--- config.mk ---
export PLATFORM = sky130hd
export DESIGN_NAME = paged_bump_allocator
export DESIGN_NICKNAME = d
export VERILOG_FILES = /design/src/rtl/pba_pkg.sv /design/src/rtl/paged_bump_allocator.sv /design/src/rtl/pba_page_mem.sv
export SDC_FILE = /design/constraint.sdc
export NUM_CORES = 2
export LEC_CHECK = 0
export ABC_AREA = 1
export BUFFER_PORTS_ARGS = -buffer_cell sky130_fd_sc_hd__buf_2
export CORE_MARGIN = 2
export CORE_UTILIZATION = 30
export CTS_BUF_LIST = sky130_fd_sc_hd__clkbuf_2
export DETAILED_ROUTE_END_ITERATION = 12
export PLACE_DENSITY = 0.44
export SLEW_MARGIN = 20
export SYNTH_ARGS = -nofsm -noshare
export SYNTH_HDL_FRONTEND = slang
export SYNTH_SLANG_ARGS = --single-unit
export TNS_END_PERCENT = 100
--- constraint.sdc ---
create_clock -name clk -period 21.9 [get_ports clk]
set_input_delay 3.285 -clock clk [delete_from_list [all_inputs] [get_ports clk]]
set_output_delay 3.285 -clock clk [all_outputs]
set_load 0.02 [all_outputs]
--- src/rtl/pba_pkg.sv ---
// shared constants and request codes of the paged bump allocator
package pba_pkg;

	// default table size and length width
	localparam int unsigned MAX_PAGES_DEF = 16;
	localparam int unsigned LEN_BITS_DEF  = 24;

	// fixed field widths
	localparam int unsigned REQ_W  = 2;
	localparam int unsigned PAGE_W = 4;

	// minimum page size after reset
	localparam logic [31:0] DEFAULT_MIN_PAGE = 32'd16000;

	// request codes
	localparam logic [REQ_W-1:0] REQ_ALLOC   = 2'd0;
	localparam logic [REQ_W-1:0] REQ_ASK     = 2'd1;
	localparam logic [REQ_W-1:0] REQ_REALLOC = 2'd2;

endpackage

--- src/rtl/paged_bump_allocator.sv ---
// top level of the paged bump allocator: request sequencer, config register, page table
//
// Use: pulse start with a request (req_type, length, old_length, ptr_page,
// ptr_offset) while busy is low; the beat is taken at that clock edge. Each
// request gives exactly one result beat: done is high for one cycle with
// granted, res_page, res_offset and moved valid. The receiver cannot stall,
// so the result is simply presented and dropped after that cycle; busy is
// already low in the done cycle, so the next request may start there.
// The user must write min_page_size through cfg_we / cfg_wdata only while the
// block is idle; the block itself does not enforce this. An allocate walks the
// page table newest first, one page per cycle through the single read port of
// the page memory, whose read data is registered. Request handling:
//   unused request code or ask on a page that is not open: refused from idle
//   ask: the pointer page is read, then the beat is given
//   allocate: the walk runs until a page fits; on a miss a page is opened if the table has room
//   realloc: served in place when its block is the tail of the pointer page
//   and fits, otherwise handled as an allocate, as when the page is not open
// Reset clears the open page count and loads the default minimum page size;
// the page memory is not cleared, since only open pages are ever read.
module paged_bump_allocator #(
	parameter int unsigned MAX_PAGES = pba_pkg::MAX_PAGES_DEF,
	parameter int unsigned LEN_BITS  = pba_pkg::LEN_BITS_DEF
) (
	input  logic                       clk,
	input  logic                       arst_n,
	input  logic                       start,
	output logic                       busy,
	input  logic [pba_pkg::REQ_W-1:0]  req_type,
	input  logic [LEN_BITS-1:0]        length,
	input  logic [LEN_BITS-1:0]        old_length,
	input  logic [pba_pkg::PAGE_W-1:0] ptr_page,
	input  logic [LEN_BITS-1:0]        ptr_offset,
	input  logic                       cfg_we,
	input  logic [LEN_BITS-1:0]        cfg_wdata,
	output logic                       done,
	output logic                       granted,
	output logic [pba_pkg::PAGE_W-1:0] res_page,
	output logic [LEN_BITS-1:0]        res_offset,
	output logic                       moved
);

	localparam int unsigned PIDX_W = (MAX_PAGES > 1) ? $clog2(MAX_PAGES) : 1;
	localparam int unsigned PO_W   = $clog2(MAX_PAGES + 1);
	localparam int unsigned CMP_W  = (PO_W > pba_pkg::PAGE_W) ? PO_W : pba_pkg::PAGE_W;
	localparam int unsigned ENT_W  = 3 * LEN_BITS;

	typedef enum logic [2:0] {
		ST_IDLE,
		ST_PTR_CHK,
		ST_ALLOC,
		ST_SEARCH,
		ST_OPEN
	} state_t;

	state_t state_q;

	logic [LEN_BITS-1:0]       min_page_q;
	logic [PO_W-1:0]           pages_open_q;
	logic [PIDX_W-1:0]         k_q;
	logic [PIDX_W-1:0]         ptr_idx_q;
	logic [pba_pkg::REQ_W-1:0] type_q;
	logic [LEN_BITS-1:0]       len_q;
	logic [LEN_BITS-1:0]       old_len_q;
	logic [LEN_BITS-1:0]       poff_q;

	// memory port signals
	logic              rd_en;
	logic [PIDX_W-1:0] rd_addr;
	logic [ENT_W-1:0]  rd_data;
	logic              wr_en;
	logic [PIDX_W-1:0] wr_addr;
	logic [ENT_W-1:0]  wr_data;

	// fields of the entry just read
	logic [LEN_BITS-1:0] e_size, e_fill, e_last;
	assign e_size = rd_data[3*LEN_BITS-1:2*LEN_BITS];
	assign e_fill = rd_data[2*LEN_BITS-1:LEN_BITS];
	assign e_last = rd_data[LEN_BITS-1:0];

	// pointer page check against the open count
	logic [CMP_W-1:0] ptr_ext;
	logic [CMP_W-1:0] po_ext;
	logic             ptr_ok;
	assign ptr_ext = CMP_W'(ptr_page);
	assign po_ext  = CMP_W'(pages_open_q);
	assign ptr_ok  = ptr_ext < po_ext;

	// fit arithmetic, one bit wider so nothing wraps
	logic [LEN_BITS:0] fill_plus_len, poff_plus_len, poff_plus_old, size_ext;
	logic              search_fit, ptr_fit, is_last, is_tail;
	assign size_ext      = {1'b0, e_size};
	assign fill_plus_len = {1'b0, e_fill} + {1'b0, len_q};
	assign poff_plus_len = {1'b0, poff_q} + {1'b0, len_q};
	assign poff_plus_old = {1'b0, poff_q} + {1'b0, old_len_q};
	assign search_fit    = fill_plus_len <= size_ext;
	assign ptr_fit       = poff_plus_len <= size_ext;
	assign is_last       = e_last == poff_q;
	assign is_tail       = is_last && (poff_plus_old == {1'b0, e_fill});

	// new page size and table state
	logic [LEN_BITS-1:0] new_size;
	logic                table_full;
	logic [PO_W-1:0]     po_minus1;
	assign new_size   = (len_q < min_page_q) ? min_page_q : len_q;
	assign table_full = pages_open_q == PO_W'(MAX_PAGES);
	assign po_minus1  = pages_open_q - PO_W'(1);

	// result page numbers carried in the fixed page width
	logic [CMP_W-1:0] k_ext, ptr_idx_ext, open_ext;
	assign k_ext       = CMP_W'(k_q);
	assign ptr_idx_ext = CMP_W'(ptr_idx_q);
	assign open_ext    = CMP_W'(pages_open_q);

	// memory address and write selection
	always_comb begin
		rd_en   = 1'b0;
		rd_addr = k_q - PIDX_W'(1);
		wr_en   = 1'b0;
		wr_addr = k_q;
		wr_data = {e_size, fill_plus_len[LEN_BITS-1:0], e_fill};
		unique case (state_q)
			ST_IDLE: begin
				rd_addr = ptr_ext[PIDX_W-1:0];
				rd_en   = start && ptr_ok &&
					(req_type == pba_pkg::REQ_ASK || req_type == pba_pkg::REQ_REALLOC);
			end
			ST_PTR_CHK: begin
				wr_addr = ptr_idx_q;
				wr_en   = (type_q == pba_pkg::REQ_REALLOC) && is_tail;
				wr_data = ptr_fit ? {e_size, poff_plus_len[LEN_BITS-1:0], e_last}
					: {e_size, poff_q, e_last};
			end
			ST_ALLOC: begin
				rd_addr = po_minus1[PIDX_W-1:0];
				rd_en   = pages_open_q != '0;
			end
			ST_SEARCH: begin
				wr_en = search_fit;
				rd_en = !search_fit && (k_q != '0);
			end
			ST_OPEN: begin
				wr_addr = pages_open_q[PIDX_W-1:0];
				wr_en   = !table_full;
				wr_data = {new_size, len_q, {LEN_BITS{1'b0}}};
			end
			default: begin
				rd_en = 1'b0;
			end
		endcase
	end

	pba_page_mem #(
		.DEPTH  (MAX_PAGES),
		.IDX_W  (PIDX_W),
		.DATA_W (ENT_W)
	) u_mem (
		.clk     (clk),
		.rd_en   (rd_en),
		.rd_addr (rd_addr),
		.rd_data (rd_data),
		.wr_en   (wr_en),
		.wr_addr (wr_addr),
		.wr_data (wr_data)
	);

	// config register
	always_ff @(posedge clk or negedge arst_n) begin
		if (!arst_n) begin
			min_page_q <= LEN_BITS'(pba_pkg::DEFAULT_MIN_PAGE);
		end else if (cfg_we) begin
			min_page_q <= cfg_wdata;
		end
	end

	// request latch
	always_ff @(posedge clk) begin
		if (state_q == ST_IDLE && start) begin
			type_q    <= req_type;
			len_q     <= length;
			old_len_q <= old_length;
			poff_q    <= ptr_offset;
			ptr_idx_q <= ptr_ext[PIDX_W-1:0];
		end
	end

	// sequencer with registered result beat
	always_ff @(posedge clk or negedge arst_n) begin
		if (!arst_n) begin
			state_q      <= ST_IDLE;
			pages_open_q <= '0;
			k_q          <= '0;
			done         <= 1'b0;
			granted      <= 1'b0;
			res_page     <= '0;
			res_offset   <= '0;
			moved        <= 1'b0;
		end else begin
			done       <= 1'b0;
			granted    <= 1'b0;
			res_page   <= '0;
			res_offset <= '0;
			moved      <= 1'b0;
			unique case (state_q)
				ST_IDLE: begin
					if (start) begin
						case (req_type)
							pba_pkg::REQ_ALLOC: begin
								state_q <= ST_ALLOC;
							end
							pba_pkg::REQ_ASK: begin
								if (ptr_ok) begin
									state_q <= ST_PTR_CHK;
								end else begin
									done <= 1'b1;
								end
							end
							pba_pkg::REQ_REALLOC: begin
								state_q <= ptr_ok ? ST_PTR_CHK : ST_ALLOC;
							end
							default: begin
								done <= 1'b1;
							end
						endcase
					end
				end
				ST_PTR_CHK: begin
					if (type_q == pba_pkg::REQ_ASK) begin
						done    <= 1'b1;
						state_q <= ST_IDLE;
						if (is_last && ptr_fit) begin
							granted    <= 1'b1;
							res_page   <= ptr_idx_ext[pba_pkg::PAGE_W-1:0];
							res_offset <= poff_q;
						end
					end else if (is_tail && ptr_fit) begin
						done       <= 1'b1;
						granted    <= 1'b1;
						res_page   <= ptr_idx_ext[pba_pkg::PAGE_W-1:0];
						res_offset <= poff_q;
						state_q    <= ST_IDLE;
					end else begin
						state_q <= ST_ALLOC;
					end
				end
				ST_ALLOC: begin
					k_q     <= po_minus1[PIDX_W-1:0];
					state_q <= (pages_open_q == '0) ? ST_OPEN : ST_SEARCH;
				end
				ST_SEARCH: begin
					if (search_fit) begin
						done       <= 1'b1;
						granted    <= 1'b1;
						res_page   <= k_ext[pba_pkg::PAGE_W-1:0];
						res_offset <= e_fill;
						moved      <= type_q == pba_pkg::REQ_REALLOC;
						state_q    <= ST_IDLE;
					end else if (k_q == '0) begin
						state_q <= ST_OPEN;
					end else begin
						k_q <= k_q - PIDX_W'(1);
					end
				end
				ST_OPEN: begin
					done    <= 1'b1;
					state_q <= ST_IDLE;
					if (!table_full) begin
						granted      <= 1'b1;
						res_page     <= open_ext[pba_pkg::PAGE_W-1:0];
						moved        <= type_q == pba_pkg::REQ_REALLOC;
						pages_open_q <= pages_open_q + PO_W'(1);
					end
				end
				default: begin
					state_q <= ST_IDLE;
				end
			endcase
		end
	end

	assign busy = state_q != ST_IDLE;

	// result beat only leaves once the sequencer is back to idle
	a_done_idle: assert property (@(posedge clk) disable iff (!arst_n)
		done |-> !busy)
		else $error("result beat while sequencer busy");

	// open page count never passes the table size
	a_pages_bound: assert property (@(posedge clk) disable iff (!arst_n)
		pages_open_q <= PO_W'(MAX_PAGES))
		else $error("open page count beyond table size");

	// a refused beat carries no placement
	a_refuse_zero: assert property (@(posedge clk) disable iff (!arst_n)
		done && !granted |-> res_page == '0 && res_offset == '0 && !moved)
		else $error("refused beat with nonzero fields");

	// the open count only grows on a page opening that is granted
	a_open_grant: assert property (@(posedge clk) disable iff (!arst_n)
		pages_open_q != $past(pages_open_q) |-> done && granted)
		else $error("page count changed without a granted beat");

endmodule

--- src/rtl/pba_page_mem.sv ---
// page table memory: one entry per page holding size, fill and last block start
module pba_page_mem #(
	parameter int unsigned DEPTH  = pba_pkg::MAX_PAGES_DEF,
	parameter int unsigned IDX_W  = 4,
	parameter int unsigned DATA_W = 3 * pba_pkg::LEN_BITS_DEF
) (
	input  logic              clk,
	input  logic              rd_en,
	input  logic [IDX_W-1:0]  rd_addr,
	output logic [DATA_W-1:0] rd_data,
	input  logic              wr_en,
	input  logic [IDX_W-1:0]  wr_addr,
	input  logic [DATA_W-1:0] wr_data
);

	logic [DATA_W-1:0] mem [DEPTH];

	// write port
	always_ff @(posedge clk) begin
		if (wr_en) begin
			mem[wr_addr] <= wr_data;
		end
	end

	// registered read port
	always_ff @(posedge clk) begin
		if (rd_en) begin
			rd_data <= mem[rd_addr];
		end
	end

endmodule
==> metrics.md <==
| Metric | Value |
|---|---|
| Status | `finished clean` |
| Hold Buf Count CTS | `0` |
| Clk_skew | `approximately 0.24 ns` |
| Tcrit/Tclk final | `a little over a third` |
| Drt initial violations | `around 3900` |
| Number of buffers created by CTS | `370` |
| Crit path kind | `reg2reg` |
| Fin cells | `8554` |
| Layout area overhead | `11.6%` |
| Avg Cell Area, Syn | `about 12 um2` |
| Hpwl dp | `118000 um` |
| Clock sink count | `between 1000 and 1500` |
| Slew @ Worst Pin | `between 1 and 1.5 ns` |
| Cell variety after synth | `53` |
| # rows | `around 170` |
| Drt pass-1 iters | `6` |
| Worst skew pair latency | `approximately 1.9 ns` |
| #FFs+latches synth | `~1400` |
| Final Max Tran Viols | `0` |
| WP data required | `roughly 23 ns` |
| Max clock buf depth | `4` |
| PortBufs | `137` |
| Overall power | `0.0113 W` |
| WL per Instance | `approximately 24 um` |
| Seq/Total Area, Yosys | `66.2%` |
| P_leak | `26.6 nW` |
| Comb pwr share | `47.9%` |
| Largest net degree at the start of global routing | `185` |
| Vias in the first global route | `slightly above 40000` |
| Vias per inst | `slightly below 5` |
| FMAX | `approximately 130 MHz` |
| CTS tree | `done` |
| Setup violators final | `0` |
| Post-cts sizing count | `0` |
| Final hold vios | `0` |
| Setup_tns | `0 ns` |
| Total GRT Usage | `between 10% and 20%` |
| Die area | `about 210000 um2` |
| P per Cell Area | `about 160 nW/um2` |
| Critical Path AT | `about 9.3 ns` |
| Ports | `138` |
| Share of power burned in registers | `a little under two fifths` |
| Final ANT Viol Nets | `0` |
| Congestion Overflow GR | `0` |
| Setup bufs post-CTS | `0` |
| Pint | `0.00602 W` |
| CTS root buf | `clkbuf_2` |
| Antenna violations before repair | `6` |
| Worst Path Max Fanout | `35` |
| Minimum clock period | `slightly below 8 ns` |
| Die span in y | `around 460 um` |
| Yosys warns | `0` |
| CTS H-tree depth | `5` |
| Switch share | `between 40% and 50%` |
| Cells after DPL | `between 7000 and 8000` |
| Post-Route WL | `between 200000 and 250000 um` |
| Synthesized instance count | `5260` |
| Design area | `between 60000 and 70000 um2` |
| Number of flops mapped to enable cells by yosys | `about 1300` |
| Share of post-route cells with drive strength above 1 | `approximately 15%` |
| Max Cap Viol | `0` |
| RSZ-0062 raised after global routing | `false` |
| Post-Syn Area | `a little over 60000 um2` |
| CORE AREA | `just over 200000 um2` |
| Sw Pwr | `0.00524 W` |
| Async set or reset register ratio after synthesis | `about 4.9%` |
| Vias | `approximately 42000` |
| Residual DRC count | `0` |
| CTS clock-pin slew for the worst setup and hold paths | `roughly 0.09 ns` |
| Net Count, Synth | `~5500` |
| First-pass GRT wire length | `just under 300000 um` |
| Nets | `5886` |
| Most common flop cell mapped by yosys | `edfxtp_1` |
| Starting Density | `30.1%` |
| Clock Power Share | `15.3%` |
| Placed cell area | `between 60000 and 70000 um2` |
| Startpoint Class | `flop` |
| Setup crit end kind | `flop` |
| Hold Crit Class | `reg2reg` |
| Routability cong. | `about 0.91` |
| Width of the die | `approximately 460 um` |
| Relative slew slack | `15.7%` |
| Peak supply drop | `roughly 0.0002 V` |
[critical path, stage by stage (launching register included)]
cell and delay [ns]:
edfxtp_1 0.74, ha_1 0.39, a21oi_1 0.14, nand2_1 0.10
a21oi_1 0.49, inv_1 0.17, a21oi_1 0.30, o21ai_0 0.21
nand2_1 0.10, nand2_1 0.08, xor2_1 0.24, ha_1 0.31
nand2_1 0.08, nor2_1 0.04, a211oi_1 0.18, nor3_1 0.08
nor2_1 0.10, nand3_1 0.20, nand2_2 0.49, a21oi_1 0.22
nand2_1 0.17, nand3_1 0.32, nor2_4 0.92, buf_4 0.59
buf_4 0.72
[logic make-up (layout without fill, tap and decap cells)]
| kind of cell | Yosys count | after routing | share of synthesized area [%] |
|---|---|---|---|
| fa+ha+maj | 157 | 157 | 3.23 |
| other cells | 0 | 7 | 0 |
| simple gates | 1114 | 1114 | 7.45 |
| flops | 1369 | 1369 | 66.2 |
| xor+xnor | 97 | 97 | 1.38 |
| buf+inv | 954 | 1553 | 6.16 |
| compound gates | 1425 | 1425 | 13.2 |
| mux | 144 | 144 | 2.34 |
[metal layers]
layer  global-route usage (%)  vias up  routed length [um]
li1                         -    19700                   -
met1                     26.6    20900               93600
met2                     29.6     1430               91100
met3                     3.93      307               12900
met4                     5.66        4                5210
met5                        0        -                  16
[registers in the layout, indices dropped and copies added (netlist names)]
name	count
state_q	3
u_mem.mem	1152
granted	1
moved	1
old_len_q	24
res_offset	24
type_q	2
k_q	4
poff_q	24
res_page	4
ptr_idx_q	4
done	1
min_page_q	24
len_q	24
open_ext	5
u_mem.rd_data	72
[cells in the final DEF, fill, tap and decap left out, types with 7 or more instances in the layout]
cell type  synthesis  final
o21ai_2            1      8
a22o_1            12     12
diode_2            0      7
o21ai_1           63     66
dfrtp_1           61     61
nor2_4             3     22
clkinv_2           0     12
xor2_1            48     48
xnor2_1           49     49
nor3_1            13     11
o21ai_0          703    693
nand4_1           67     67
ha_1             154    154
o22ai_1           20     16
o221ai_1         147    146
nand3_1          110    110
buf_2             83    136
nor4_1             7      7
mux2i_1          144    144
nor2_1           123    104
inv_1            679    678
clkbuf_2           1    529
buf_4             15    118
o211ai_1         103    103
clkinv_1           2     63
a31oi_1            7      7
a21o_1            11     11
edfxtp_1        1302   1302
nand2_1          777    776
a21oi_1          333    332
[power groups by stage]
| stage | registers (W) | clock network, W | logic, W |
|---|---|---|---|
| finish | 0.00414 | 0.00172 | 0.00539 |
| global route | 0.00415 | 0.00192 | 0.00599 |
| CTS | 0.00414 | 0.00180 | 0.00542 |
| detailed placement | 0.00419 | 0 | 0.00540 |
| global placement | 0.00420 | 0 | 0.00537 |
| floorplan | 0.00405 | 0 | 0.00346 |
[synthesized netlist by cell type, types with 49 or more instances]
cell type	n	area, um2
a21oi_1	333	1670
buf_2	83	415
clkbuf_1	152	571
dfrtp_1	61	1530
edfxtp_1	1302	39100
ha_1	154	1930
inv_1	679	2550
mux2i_1	144	1440
nand2_1	777	2920
nand3_1	110	551
nand4_1	67	419
nor2_1	123	462
o211ai_1	103	773
o21ai_0	703	3520
o21ai_1	63	315
o221ai_1	147	1290
xnor2_1	49	429
[through the flow]
step | hold slack (ns) | util, % | setup WS [ns]
final | 0.514 | 33.6 | 13.97
after global routing | 0.538 | 33.6 | 13.49
after CTS | 0.519 | 33.6 | 13.87
after detailed placement | 0.497 | 32.1 | 13.67
after global placement | 0.495 | 32.1 | 13.72
after floorplan | 0.472 | - | 12.94
[path summary, 6_finish.rpt]
kind                                   start                 to  slack, ns  cells past startpoint
hold reg to reg                min_page_q[9]      min_page_q[9]       0.51                      2
hold / removal                 min_page_q[9]      min_page_q[9]       0.51                      2
max in group asynchronous             arst_n      min_page_q[8]      19.55                      1
min in group asynchronous             arst_n        res_page[0]       1.62                      1
setup reg to reg           u_mem.rd_data[26]  u_mem.mem[11][48]      13.97                     24
setup / recovery           u_mem.rd_data[26]  u_mem.mem[11][48]      13.97                     24
[final cells by class]
| type | count | area [um2] |
|---|---|---|
| fillers | 20800 | 136000 |
| flip-flops and latches | 1369 | 40800 |
| multi-input cells | 2937 | 17200 |
| well taps | 2688 | 3360 |
| clock buffers | 529 | 2650 |
| inverters | 685 | 2580 |
| repair buffers | 260 | 1680 |
| clock inverters | 79 | 369 |
| diodes | 7 | 17.5 |
No activity file was read; power rests on OpenSTA's default activity.
